==> src/hw/rtl/lds_pkg.sv <==
package lds_pkg;

  localparam int CYL_W           = 12;
  localparam int MOVE_W          = 13;
  localparam int MAX_REQ_DEF     = 32;
  localparam int QUEUE_DEPTH_DEF = 4;

  typedef logic [CYL_W-1:0]  cyl_t;
  typedef logic [MOVE_W-1:0] move_t;

  typedef struct packed {
    cyl_t cyl;
    logic batch_end;
    logic drop;
  } req_t;

  typedef enum logic [1:0] {
    ST_LOAD,
    ST_SCAN,
    ST_DOWN,
    ST_UP
  } state_t;

endpackage

==> src/hw/rtl/lds_front.sv <==
module lds_front import lds_pkg::*; #(
  parameter int MAX_REQ = MAX_REQ_DEF
) (
  input  logic clk,
  input  logic rst_n,
  input  logic in_valid,
  output logic in_stall,
  input  cyl_t in_cylinder,
  input  logic in_batch_end,
  input  logic q_full,
  output logic q_push,
  output req_t q_entry
);

  localparam int CNT_W = $clog2(MAX_REQ + 1);
  localparam logic [CNT_W-1:0] MAX_CNT = CNT_W'(MAX_REQ);

  logic [CNT_W-1:0] cnt_r;
  logic [CNT_W-1:0] cnt_nxt;
  logic             full_batch;

  assign in_stall   = q_full;
  assign q_push     = in_valid && !q_full;
  assign full_batch = (cnt_r == MAX_CNT);

  always_comb begin
    q_entry.cyl       = in_cylinder;
    q_entry.batch_end = in_batch_end;
    q_entry.drop      = full_batch;
  end

  // count requests of the open batch; flag those that find the store full
  always_comb begin
    cnt_nxt = cnt_r;
    if (q_push) begin
      if (in_batch_end) begin
        cnt_nxt = '0;
      end else if (!full_batch) begin
        cnt_nxt = cnt_r + CNT_W'(1);
      end
    end
  end

  always_ff @(posedge clk) begin
    if (!rst_n) begin
      cnt_r <= '0;
    end else begin
      cnt_r <= cnt_nxt;
    end
  end

endmodule

==> src/hw/rtl/lds_queue.sv <==
module lds_queue import lds_pkg::*; #(
  parameter int DEPTH = QUEUE_DEPTH_DEF
) (
  input  logic clk,
  input  logic rst_n,
  input  logic push,
  input  req_t push_data,
  output logic full,
  output logic pop_valid,
  input  logic pop,
  output req_t pop_data
);

  localparam int PTR_W = $clog2(DEPTH);
  localparam int CNT_W = $clog2(DEPTH + 1);
  localparam logic [PTR_W-1:0] LAST_PTR = PTR_W'(DEPTH - 1);
  localparam logic [CNT_W-1:0] FULL_CNT = CNT_W'(DEPTH);

  req_t             mem_r [DEPTH];
  logic [PTR_W-1:0] wr_ptr_r;
  logic [PTR_W-1:0] wr_ptr_nxt;
  logic [PTR_W-1:0] rd_ptr_r;
  logic [PTR_W-1:0] rd_ptr_nxt;
  logic [CNT_W-1:0] cnt_r;
  logic [CNT_W-1:0] cnt_nxt;
  logic             do_push;
  logic             do_pop;

  assign full      = (cnt_r == FULL_CNT);
  assign pop_valid = (cnt_r != '0);
  assign pop_data  = mem_r[rd_ptr_r];
  assign do_push   = push && !full;
  assign do_pop    = pop && pop_valid;

  always_comb begin
    wr_ptr_nxt = wr_ptr_r;
    rd_ptr_nxt = rd_ptr_r;
    cnt_nxt    = cnt_r;
    if (do_push) begin
      wr_ptr_nxt = (wr_ptr_r == LAST_PTR) ? '0 : wr_ptr_r + PTR_W'(1);
    end
    if (do_pop) begin
      rd_ptr_nxt = (rd_ptr_r == LAST_PTR) ? '0 : rd_ptr_r + PTR_W'(1);
    end
    if (do_push && !do_pop) begin
      cnt_nxt = cnt_r + CNT_W'(1);
    end else if (do_pop && !do_push) begin
      cnt_nxt = cnt_r - CNT_W'(1);
    end
  end

  always_ff @(posedge clk) begin
    if (!rst_n) begin
      wr_ptr_r <= '0;
      rd_ptr_r <= '0;
      cnt_r    <= '0;
    end else begin
      wr_ptr_r <= wr_ptr_nxt;
      rd_ptr_r <= rd_ptr_nxt;
      cnt_r    <= cnt_nxt;
    end
  end

  always_ff @(posedge clk) begin
    if (do_push) begin
      mem_r[wr_ptr_r] <= push_data;
    end
  end

endmodule

==> src/hw/rtl/lds_back.sv <==
module lds_back import lds_pkg::*; #(
  parameter int MAX_REQ = MAX_REQ_DEF
) (
  input  logic  clk,
  input  logic  rst_n,
  input  logic  cfg_we,
  input  cyl_t  cfg_wdata,
  input  logic  q_valid,
  input  req_t  q_data,
  output logic  q_pop,
  output logic  out_valid,
  input  logic  out_stall,
  output cyl_t  out_served_cylinder,
  output move_t out_movement_so_far,
  output logic  out_final_item,
  output logic  out_dropped
);

  localparam int CNT_W = $clog2(MAX_REQ + 1);
  localparam int IDX_W = $clog2(MAX_REQ);

  state_t           state_r;
  state_t           state_nxt;
  cyl_t             store_r [MAX_REQ];
  logic [CNT_W-1:0] count_r, count_nxt;
  logic             ovf_r, ovf_nxt;
  cyl_t             head_r, head_nxt;
  logic [CNT_W-1:0] ptr_r, ptr_nxt;
  logic [CNT_W-1:0] split_r, split_nxt;
  logic [CNT_W-1:0] k_r, k_nxt;
  cyl_t             cur_r, cur_nxt;
  move_t            moved_r, moved_nxt;
  logic             out_valid_r, out_valid_nxt;
  cyl_t             out_cyl_r, out_cyl_nxt;
  move_t            out_move_r, out_move_nxt;
  logic             out_final_r, out_final_nxt;
  logic             out_drop_r, out_drop_nxt;

  logic [MAX_REQ-1:0] gt;
  logic               ins;
  logic               out_free;
  logic               emit;
  logic               scan_go;
  logic               last;
  logic               up_end;
  cyl_t               rd_data;
  cyl_t               diff;
  move_t              moved_sum;

  assign out_valid           = out_valid_r;
  assign out_served_cylinder = out_cyl_r;
  assign out_movement_so_far = out_move_r;
  assign out_final_item      = out_final_r;
  assign out_dropped         = out_drop_r;

  assign rd_data = store_r[ptr_r[IDX_W-1:0]];

  // sorted insert: entries above the new cylinder shift up one place
  for (genvar g = 0; g < MAX_REQ; g++) begin : g_ins
    assign gt[g] = (CNT_W'(g) < count_r) && (store_r[g] > q_data.cyl);
    if (g == 0) begin : g_first
      always_ff @(posedge clk) begin
        if (ins && (count_r == '0 || gt[g])) begin
          store_r[g] <= q_data.cyl;
        end
      end
    end else begin : g_rest
      always_ff @(posedge clk) begin
        if (ins && (CNT_W'(g) == count_r || gt[g])) begin
          store_r[g] <= gt[g-1] ? store_r[g-1] : q_data.cyl;
        end
      end
    end
  end

  always_comb begin
    out_free  = !out_valid_r || !out_stall;
    q_pop     = (state_r == ST_LOAD) && q_valid;
    ins       = q_pop && !q_data.drop;
    scan_go   = (ptr_r < count_r) && (rd_data <= head_r);
    emit      = ((state_r == ST_DOWN) || (state_r == ST_UP)) && out_free;
    last      = ((k_r + CNT_W'(1)) == count_r);
    up_end    = ((ptr_r + CNT_W'(1)) == count_r);
    diff      = (state_r == ST_DOWN) ? (cur_r - rd_data) : (rd_data - cur_r);
    moved_sum = moved_r + {1'b0, diff};
  end

  always_comb begin
    state_nxt = state_r;
    case (state_r)
      ST_LOAD: begin
        if (q_pop && q_data.batch_end) begin
          state_nxt = ST_SCAN;
        end
      end
      ST_SCAN: begin
        if (!scan_go) begin
          state_nxt = (ptr_r == '0) ? ST_UP : ST_DOWN;
        end
      end
      ST_DOWN: begin
        if (emit && ptr_r == '0) begin
          state_nxt = (split_r == count_r) ? ST_LOAD : ST_UP;
        end
      end
      ST_UP: begin
        if (emit && up_end) begin
          state_nxt = ST_LOAD;
        end
      end
      default: state_nxt = ST_LOAD;
    endcase
  end

  always_comb begin
    count_nxt     = count_r;
    ovf_nxt       = ovf_r;
    head_nxt      = cfg_we ? cfg_wdata : head_r;
    ptr_nxt       = ptr_r;
    split_nxt     = split_r;
    k_nxt         = k_r;
    cur_nxt       = cur_r;
    moved_nxt     = moved_r;
    out_valid_nxt = out_stall ? out_valid_r : 1'b0;
    out_cyl_nxt   = out_cyl_r;
    out_move_nxt  = out_move_r;
    out_final_nxt = out_final_r;
    out_drop_nxt  = out_drop_r;
    case (state_r)
      ST_LOAD: begin
        if (q_pop) begin
          if (q_data.drop) begin
            ovf_nxt = 1'b1;
          end else begin
            count_nxt = count_r + CNT_W'(1);
          end
          ptr_nxt = '0;
        end
      end
      ST_SCAN: begin
        if (scan_go) begin
          ptr_nxt = ptr_r + CNT_W'(1);
        end else begin
          split_nxt = ptr_r;
          cur_nxt   = head_r;
          moved_nxt = '0;
          k_nxt     = '0;
          ptr_nxt   = (ptr_r == '0) ? '0 : ptr_r - CNT_W'(1);
        end
      end
      ST_DOWN: begin
        if (emit) begin
          if (ptr_r == '0) begin
            if (split_r == count_r) begin
              count_nxt = '0;
              ovf_nxt   = 1'b0;
            end else begin
              ptr_nxt = split_r;
            end
          end else begin
            ptr_nxt = ptr_r - CNT_W'(1);
          end
        end
      end
      ST_UP: begin
        if (emit) begin
          if (up_end) begin
            count_nxt = '0;
            ovf_nxt   = 1'b0;
          end else begin
            ptr_nxt = ptr_r + CNT_W'(1);
          end
        end
      end
      default: begin
        count_nxt = '0;
      end
    endcase
    if (emit) begin
      k_nxt         = k_r + CNT_W'(1);
      cur_nxt       = rd_data;
      moved_nxt     = moved_sum;
      out_valid_nxt = 1'b1;
      out_cyl_nxt   = rd_data;
      out_move_nxt  = moved_sum;
      out_final_nxt = last;
      out_drop_nxt  = ovf_r;
    end
  end

  always_ff @(posedge clk) begin
    if (!rst_n) begin
      state_r     <= ST_LOAD;
      count_r     <= '0;
      ovf_r       <= 1'b0;
      head_r      <= '0;
      out_valid_r <= 1'b0;
    end else begin
      state_r     <= state_nxt;
      count_r     <= count_nxt;
      ovf_r       <= ovf_nxt;
      head_r      <= head_nxt;
      out_valid_r <= out_valid_nxt;
    end
  end

  always_ff @(posedge clk) begin
    ptr_r       <= ptr_nxt;
    split_r     <= split_nxt;
    k_r         <= k_nxt;
    cur_r       <= cur_nxt;
    moved_r     <= moved_nxt;
    out_cyl_r   <= out_cyl_nxt;
    out_move_r  <= out_move_nxt;
    out_final_r <= out_final_nxt;
    out_drop_r  <= out_drop_nxt;
  end

`ifndef SYNTHESIS
  a_no_insert_when_full: assert property (@(posedge clk) disable iff (!rst_n)
    ins |-> (count_r < CNT_W'(MAX_REQ)))
    else $error("insert into a full store");

  a_down_sorted: assert property (@(posedge clk) disable iff (!rst_n)
    (emit && state_r == ST_DOWN) |-> (rd_data <= cur_r))
    else $error("downward sweep out of order");

  a_up_above_head: assert property (@(posedge clk) disable iff (!rst_n)
    (emit && state_r == ST_UP) |-> (rd_data > head_r && rd_data >= cur_r))
    else $error("upward sweep below head");

  a_final_closes_batch: assert property (@(posedge clk) disable iff (!rst_n)
    (emit && last) |=> (state_r == ST_LOAD && count_r == '0 && !ovf_r))
    else $error("batch not closed after final request");

  a_close_only_on_final: assert property (@(posedge clk) disable iff (!rst_n)
    ((state_r == ST_DOWN || state_r == ST_UP) && state_nxt == ST_LOAD) |-> last)
    else $error("batch closed before final request");
`endif

endmodule

==> src/hw/rtl/look_disk_scheduler.sv <==
// Channel   | Handshake               | Payload
// ----------+-------------------------+---------------------------------------------
// request   | in_valid / in_stall     | in_cylinder[11:0], in_batch_end
// result    | out_valid / out_stall   | out_served_cylinder[11:0], out_movement_so_far[12:0],
//           |                         | out_final_item, out_dropped
// config    | cfg_we                  | cfg_wdata[11:0] (head cylinder)
//
// Requests enter a QUEUE_DEPTH-entry queue at one per cycle while it is not full; those not
// dropped are inserted into the sorted register store one per cycle while the back end loads.
// After a batch end is taken the store is scanned to locate the head, then one result per cycle
// is given for the n stored requests while out_stall is low (single store read port).
// rst_n is synchronous; it empties the queue and the store count and clears the head to 0.
// in_stall rises only when the queue is full; out_stall holds the result register.
module look_disk_scheduler import lds_pkg::*; #(
  parameter int MAX_REQUESTS = MAX_REQ_DEF,
  parameter int QUEUE_DEPTH  = QUEUE_DEPTH_DEF
) (
  input  logic  clk,
  input  logic  rst_n,
  input  logic  cfg_we,
  input  cyl_t  cfg_wdata,
  input  logic  in_valid,
  output logic  in_stall,
  input  cyl_t  in_cylinder,
  input  logic  in_batch_end,
  output logic  out_valid,
  input  logic  out_stall,
  output cyl_t  out_served_cylinder,
  output move_t out_movement_so_far,
  output logic  out_final_item,
  output logic  out_dropped
);

  logic q_full;
  logic q_push;
  req_t q_entry;
  logic q_valid;
  logic q_pop;
  req_t q_data;

  lds_front #(
    .MAX_REQ(MAX_REQUESTS)
  ) u_front (
    .clk         (clk),
    .rst_n       (rst_n),
    .in_valid    (in_valid),
    .in_stall    (in_stall),
    .in_cylinder (in_cylinder),
    .in_batch_end(in_batch_end),
    .q_full      (q_full),
    .q_push      (q_push),
    .q_entry     (q_entry)
  );

  lds_queue #(
    .DEPTH(QUEUE_DEPTH)
  ) u_queue (
    .clk      (clk),
    .rst_n    (rst_n),
    .push     (q_push),
    .push_data(q_entry),
    .full     (q_full),
    .pop_valid(q_valid),
    .pop      (q_pop),
    .pop_data (q_data)
  );

  lds_back #(
    .MAX_REQ(MAX_REQUESTS)
  ) u_back (
    .clk                (clk),
    .rst_n              (rst_n),
    .cfg_we             (cfg_we),
    .cfg_wdata          (cfg_wdata),
    .q_valid            (q_valid),
    .q_data             (q_data),
    .q_pop              (q_pop),
    .out_valid          (out_valid),
    .out_stall          (out_stall),
    .out_served_cylinder(out_served_cylinder),
    .out_movement_so_far(out_movement_so_far),
    .out_final_item     (out_final_item),
    .out_dropped        (out_dropped)
  );

endmodule
==> config.mk <==
export PLATFORM = sky130hd
export DESIGN_NAME = look_disk_scheduler
export DESIGN_NICKNAME = d
export VERILOG_FILES = /design/src/hw/rtl/lds_pkg.sv /design/src/hw/rtl/lds_front.sv /design/src/hw/rtl/lds_queue.sv /design/src/hw/rtl/lds_back.sv /design/src/hw/rtl/look_disk_scheduler.sv
export SDC_FILE = /design/constraint.sdc
export NUM_CORES = 2
export LEC_CHECK = 0
export BUFFER_PORTS_ARGS = -buffer_cell sky130_fd_sc_hd__buf_2
export CORE_AREA = 2 2 307 309
export DETAILED_ROUTE_END_ITERATION = 10
export DIE_AREA = 0 0 309 311
export PLACE_DENSITY = 0.58
export REMOVE_ABC_BUFFERS = 1
export SLEW_MARGIN = 20
export SYNTH_ARGS = -nofsm -noshare
export SYNTH_HDL_FRONTEND = slang
export SYNTH_SLANG_ARGS = --single-unit
==> constraint.sdc <==
create_clock -name clk -period 11.72 [get_ports clk]
set_clock_uncertainty 0.15 [all_clocks]
set_input_delay 1.172 -clock clk [delete_from_list [all_inputs] [get_ports clk]]
set_output_delay 1.172 -clock clk [all_outputs]
set_load 0.01 [all_outputs]
# ---- After elaboration in Yosys (flattened, before gate mapping)
# Memories as Yosys holds them, arrays and structs flattened. A register that Yosys moved wholly into a read port is not among the register bits.
# Cells that the tools add are included.
dict set report totals {
  mem_count 2
  regBits 105
  out_inout_bits 29
  ram_bits 440
}
# memory words width rd rd_ports_with_merged_regs wr line
set mem_list {}
lappend mem_list {u_back.store_r 32 12 33 1 32 lds_back.sv:24} ;# cyl_t store_r [MAX_REQ];
lappend mem_list {u_queue.mem_r 4 14 1 1 1 lds_queue.sv:19} ;# req_t mem_r [DEPTH];
dict set report classes {
  order_cmp 66
  n_eq_ne 58
  n_reduce_logical 130
  mux 150
  add_sub_neg 12
  bitwise_logic 1
}
# cell n
set op_table {}
lappend op_table {{2-to-1 mux 12 bit} 35}
lappend op_table {{greater-than comparator 12 bit} 32}
lappend op_table {{2-to-1 mux 6 bit} 20}
lappend op_table {{equality test 5 x 6 -> 1 bit, first input constant} 16}
lappend op_table {{less-than comparator 5 x 6 -> 1 bit, first input constant} 16}
lappend op_table {{logical AND 1 bit} 76}
lappend op_table {{2-to-1 mux 1 bit} 76}
lappend op_table {{equality test 4 x 6 -> 1 bit, first input constant} 8}
lappend op_table {{less-than comparator 4 x 6 -> 1 bit, first input constant} 8}
lappend op_table {{2-to-1 mux 13 bit} 3}
lappend op_table {{logical OR 1 bit} 34}
lappend op_table {{adder 6 x 1 -> 6 bit, second input constant} 4}
lappend op_table {{equality test 3 x 6 -> 1 bit, first input constant} 4}
lappend op_table {{less-than comparator 3 x 6 -> 1 bit, first input constant} 4}
lappend op_table {{case mux 6 bit (4 select lines)} 1}
lappend op_table {{subtractor 12 bit} 2}
lappend op_table {{equality test 6 bit} 3}
lappend op_table {{2-to-1 mux 2 bit} 9}
lappend op_table {{inequality test 2 bit, second input constant} 9}
lappend op_table {{case mux 6 bit (3 select lines)} 1}
lappend op_table {{AND reduction 8 bit} 2}
lappend op_table {{inequality test 2 x 1 -> 1 bit, second input constant} 7}
lappend op_table {{adder 13 x 12 -> 13 bit} 1}
lappend op_table {{equality test 2 x 6 -> 1 bit, first input constant} 2}
lappend op_table {{other kinds (27)} 44}

# ---- Longest topological paths before layout
dict set report logic_depth {
  word_depth 8
  mapped_depth 24
}

# ---- By module
# Synthesis repeated with hierarchy kept, for this count alone.
dict set report unflattened {
  cells_unflattened 2915
  hier_area_um2 37413.4
}
# module seq_area_each_um2 n_inst cells_per_inst area_per_inst_um2
set modules_own_cells {}
lappend modules_own_cells {lds_back 14173.6 1 2731 34389.2}
lappend modules_own_cells {lds_queue 1861.8 1 124 2516.2}
lappend modules_own_cells {lds_front 120.1 1 60 508.0}

# ---- Worst setup path after synthesis
# OpenSTA, ideal clock, no wires.
dict set report synth_path {
  path_type {register to register}
  from {register (tool-made name)}
  to {register u_back.moved_r[11] (data pin)}
  slack_ps 6297
  required_ps 11311
  stages_incl_launch_ff 23
  setup_ps 259
  t_arrival_ps 5014
  path_buffers 3
  path_cell_list {dfxtp_1 -> clkbuf_1 -> clkbuf_1 -> clkbuf_1 -> mux4_2 -> mux4_2 -> mux2i_1 -> ha_1 -> inv_1 -> fa_1 -> mux2i_1 -> o21ai_0 -> a21oi_1 -> o21ai_0 -> a31oi_1 -> xnor2_1 -> ha_1 -> a21o_1 -> a21oi_1 -> nor2b_1 -> a311oi_1 -> xnor2_1 -> and2_1}
}
# item line
set synth_rtl {}
lappend synth_rtl {{to (signal assigned)} lds_back.sv:212} ;# moved_r <= moved_nxt;
lappend synth_rtl {{to (decl)} lds_back.sv:32} ;# move_t moved_r, moved_nxt;

==> impl_metrics.toml <==
[synthesis]
synth-edff-count = 510
seq_area_frac_synth = 0.439
synth.distinct_cells = 78
synthArstFlopShare = 0
syn_inst = 2890
syn_area_per_cell_um2 = 12.7
synth_area_um2 = 36800
yosys_most_used_dff = "edfxtp_1"
yosysWarnings = 0
synth-seq-cells = 552

[sta]
relSlewSlack = 0.217
tightest_slew_ps = 1170
final.setup.worst_slack_ps = 4640
final_hold_viol_count = 0
setup_viol = 0
fin_setup_tns_ps = 0
rsz0062_at_grt = "false"
fmax_mhz = 141
period_share = 0.604
final_max_slew_viol_count = 0
min_period_ps = 7080

[worst_setup_path]
cp-start-kind = "flop"
r2r_cells = 20
crit_arrival_ps = 7300
path_class = "flop to flop"
crit_fanout = 45
required_ps = 11940
cp-end-kind = "flop"

[clock_tree]
ctsHoldBuffers = 0
ctsRootBufferMaster = "clkbuf_16"
clk_latency_ps = 630
cts_sinks = 552
cts_htree_levels = 3
cts_tree = "yes"
cts_setup_buffers = 0
numCtsBuffers = 66
path_clk_slew_ps = 60
cts_resized = 0
cts_buffer_depth = 3

[cells_and_area]
fin_cells = 4254
syn_to_final_growth_pct = 10.8
design_area_um2 = 40800
seq_area_um2 = 16200
multi_input_area_um2 = 19700
nets = 3434
drive_gt1_frac = 0.255
nFillCells = 8536

[drt]
drc = 0
routedWlPerCell_um = 28.6
num_vias = 26400
vias_per_cell = 6.21
ant_nets = 0
dr.pass1.iters = 5
wirelength_um = 122000
detail_route.iter0.violations = 2603

[power_and_ir_drop]
peakVddDrop_mv = 0.386
p_total_uw = 11500
p_leak_uw = 0.0157
p_per_area_nw_per_um2 = 281

[floorplanning]
coreArea_um2 = 92800
initial_core_util = 0.397
die_y_um = 311
die_area_um2 = 96100
die_w_um = 309
rows = 112
ioPinCount = 59

[place]
dp.cells = 4134
place_hpwl_um = 85200
port-buffer-count = 58
gp_congestion = 0.929
place_area_um2 = 38700
preCtsSetupSlack_ps = 4580

[global_route]
grt_usage = 0.252
grt_max_degree = 61
grt_pass1_vias = 26500
antenna_found_initial = 8
grt_first_pass_wirelength_um = 180000
overflow = 0

[outcome]
status = "finished, final reports clean"

[flow_run]
cap_violations = 0

[hold_path]
holdPathStages = 0
hold_class = "flop to flop"
## cells in the final DEF (no fill, tap or decap), drive strengths merged, types with 5 or more instances in the layout
master  synthesis  layout
dfxtp          42      42
o22ai           8       8
mux4          134     134
nor3           17      17
inv           110     101
nor2          106     106
and2           19      19
bufinv          0       5
xnor2          28      28
a211oi          7       7
mux2i          40      40
xor2           24      24
nor2b          39      39
clkinv          4      31
o221ai         28      28
a31oi          11      11
o211ai          8       8
clkbuf        105      91
nand3          29      29
a21oi         161     161
nand4         101     101
edfxtp        510     510
o21a           18      18
a21o          130     130
or2            28      28
a311oi          5       5
nand2         112     112
o21ai         123     123
mux2          341     341
diode           0       5
o31ai           9       9
buf            39     134
nand2b         31      31
and3            8       8
ha            452     452
## kinds of logic (layout without fill, tap and decap cells)
| kind of cell | after synthesis | in the layout | share of synthesized area |
|---|---|---|---|
| AO/OA/AOI/OAI | 543 | 543 | 0.0940 |
| multiplexers | 515 | 515 | 0.197 |
| flip-flops | 552 | 552 | 0.439 |
| other | 0 | 5 | 0 |
| AND/OR/NAND/NOR | 511 | 511 | 0.0720 |
| adder cells (fa/ha/maj) | 456 | 456 | 0.156 |
| XOR/XNOR | 55 | 55 | 0.0142 |
| buffers and inverters | 258 | 363 | 0.0283 |
## worst paths after layout
path,start,slack (ps),to
worst max-delay path,flop,4640,u_back.moved_r[12]$_SDFFCE_PN0P_
worst min-delay path,u_back.ovf_r$_SDFFE_PN0P_,300,u_back.out_dropped$_DFFE_PP_
worst max register to register,flop,4640,u_back.moved_r[12]$_SDFFCE_PN0P_
worst min register to register,u_back.ovf_r$_SDFFE_PN0P_,300,u_back.out_dropped$_DFFE_PP_
## sequential cells by signal, summed over array words and instances, names as in the netlist, 12 cells and up, named ones only
register                    flops
u_queue.mem_r                  56
u_back.out_movement_so_far     13
u_back.moved_r                 13
u_back.store_r                384
u_back.out_served_cylinder     12
u_back.head_r                  12
u_back.cur_r                   12
## cell type report
class	instances	area share
multi-input cells	2080	0.483
flip-flops and latches	552	0.396
clock buffers	91	0.0447
well taps	1254	0.0384
repair buffers	134	0.0211
inverters	114	0.0105
clock inverters	24	0.00625
diodes	5	0.000306
## critical path: stages (launching register included)
cell      delay [ps]
dfxtp_4          820
buf_4            830
mux4_2           600
mux4_2           480
mux2i_1          570
inv_1            280
ha_1             280
a211oi_1         260
nor4_1           140
nor4_1           450
nor2_1           140
a31oi_1          210
xnor2_1          170
ha_1             260
a21oi_1          220
nand2_1           90
a21oi_1          170
nor2b_1           60
a311oi_1         320
xnor2_1          110
and2_1           160
## through the flow
| stage | utilization | hold slack (ps) |
|---|---|---|
| 4_1_cts | 0.440 | 291 |
| 3_5_place_dp | 0.417 | 276 |
| 5_1_grt | 0.440 | 305 |
| 6_report | 0.440 | 296 |
| 2_1_floorplan | - | 258 |
| 3_3_place_gp | 0.417 | 272 |
## where the power goes
group          total, uW  leakage, uW  internal, uW  switching, uW
logic               6450      0.00969          2640           3810
registers           2990      0.00499          2750            233
clock network       2060      0.00101          1200            859
## layer usage
layer  vias up  track usage  wire length, um
li1      11400            -                -
met1     13500        0.334            49700
met2      1249        0.406            57300
met3       281       0.0484             9730
met4         2       0.0983             5030
met5         -            0               14
## cells in the mapped netlist, types with 24 or more instances
cell type / instances / area, um^2
inv_1: 108 / 405
edfxtp_1: 510 / 15300
nor2_1: 106 / 398
o221ai_1: 28 / 245
mux2i_1: 39 / 390
xnor2_1: 28 / 245
ha_1: 452 / 5660
o21ai_0: 121 / 606
nand4_1: 101 / 632
nor2b_1: 39 / 244
clkbuf_1: 105 / 394
mux4_2: 134 / 3020
a21oi_1: 160 / 801
nand2_1: 112 / 420
dfxtp_1: 42 / 841
nand2b_1: 31 / 194
xor2_1: 24 / 210
nand3_1: 29 / 145
a21o_1: 130 / 976
or2_2: 28 / 175
mux2_2: 341 / 3840
(Power assumes the default switching activity.)
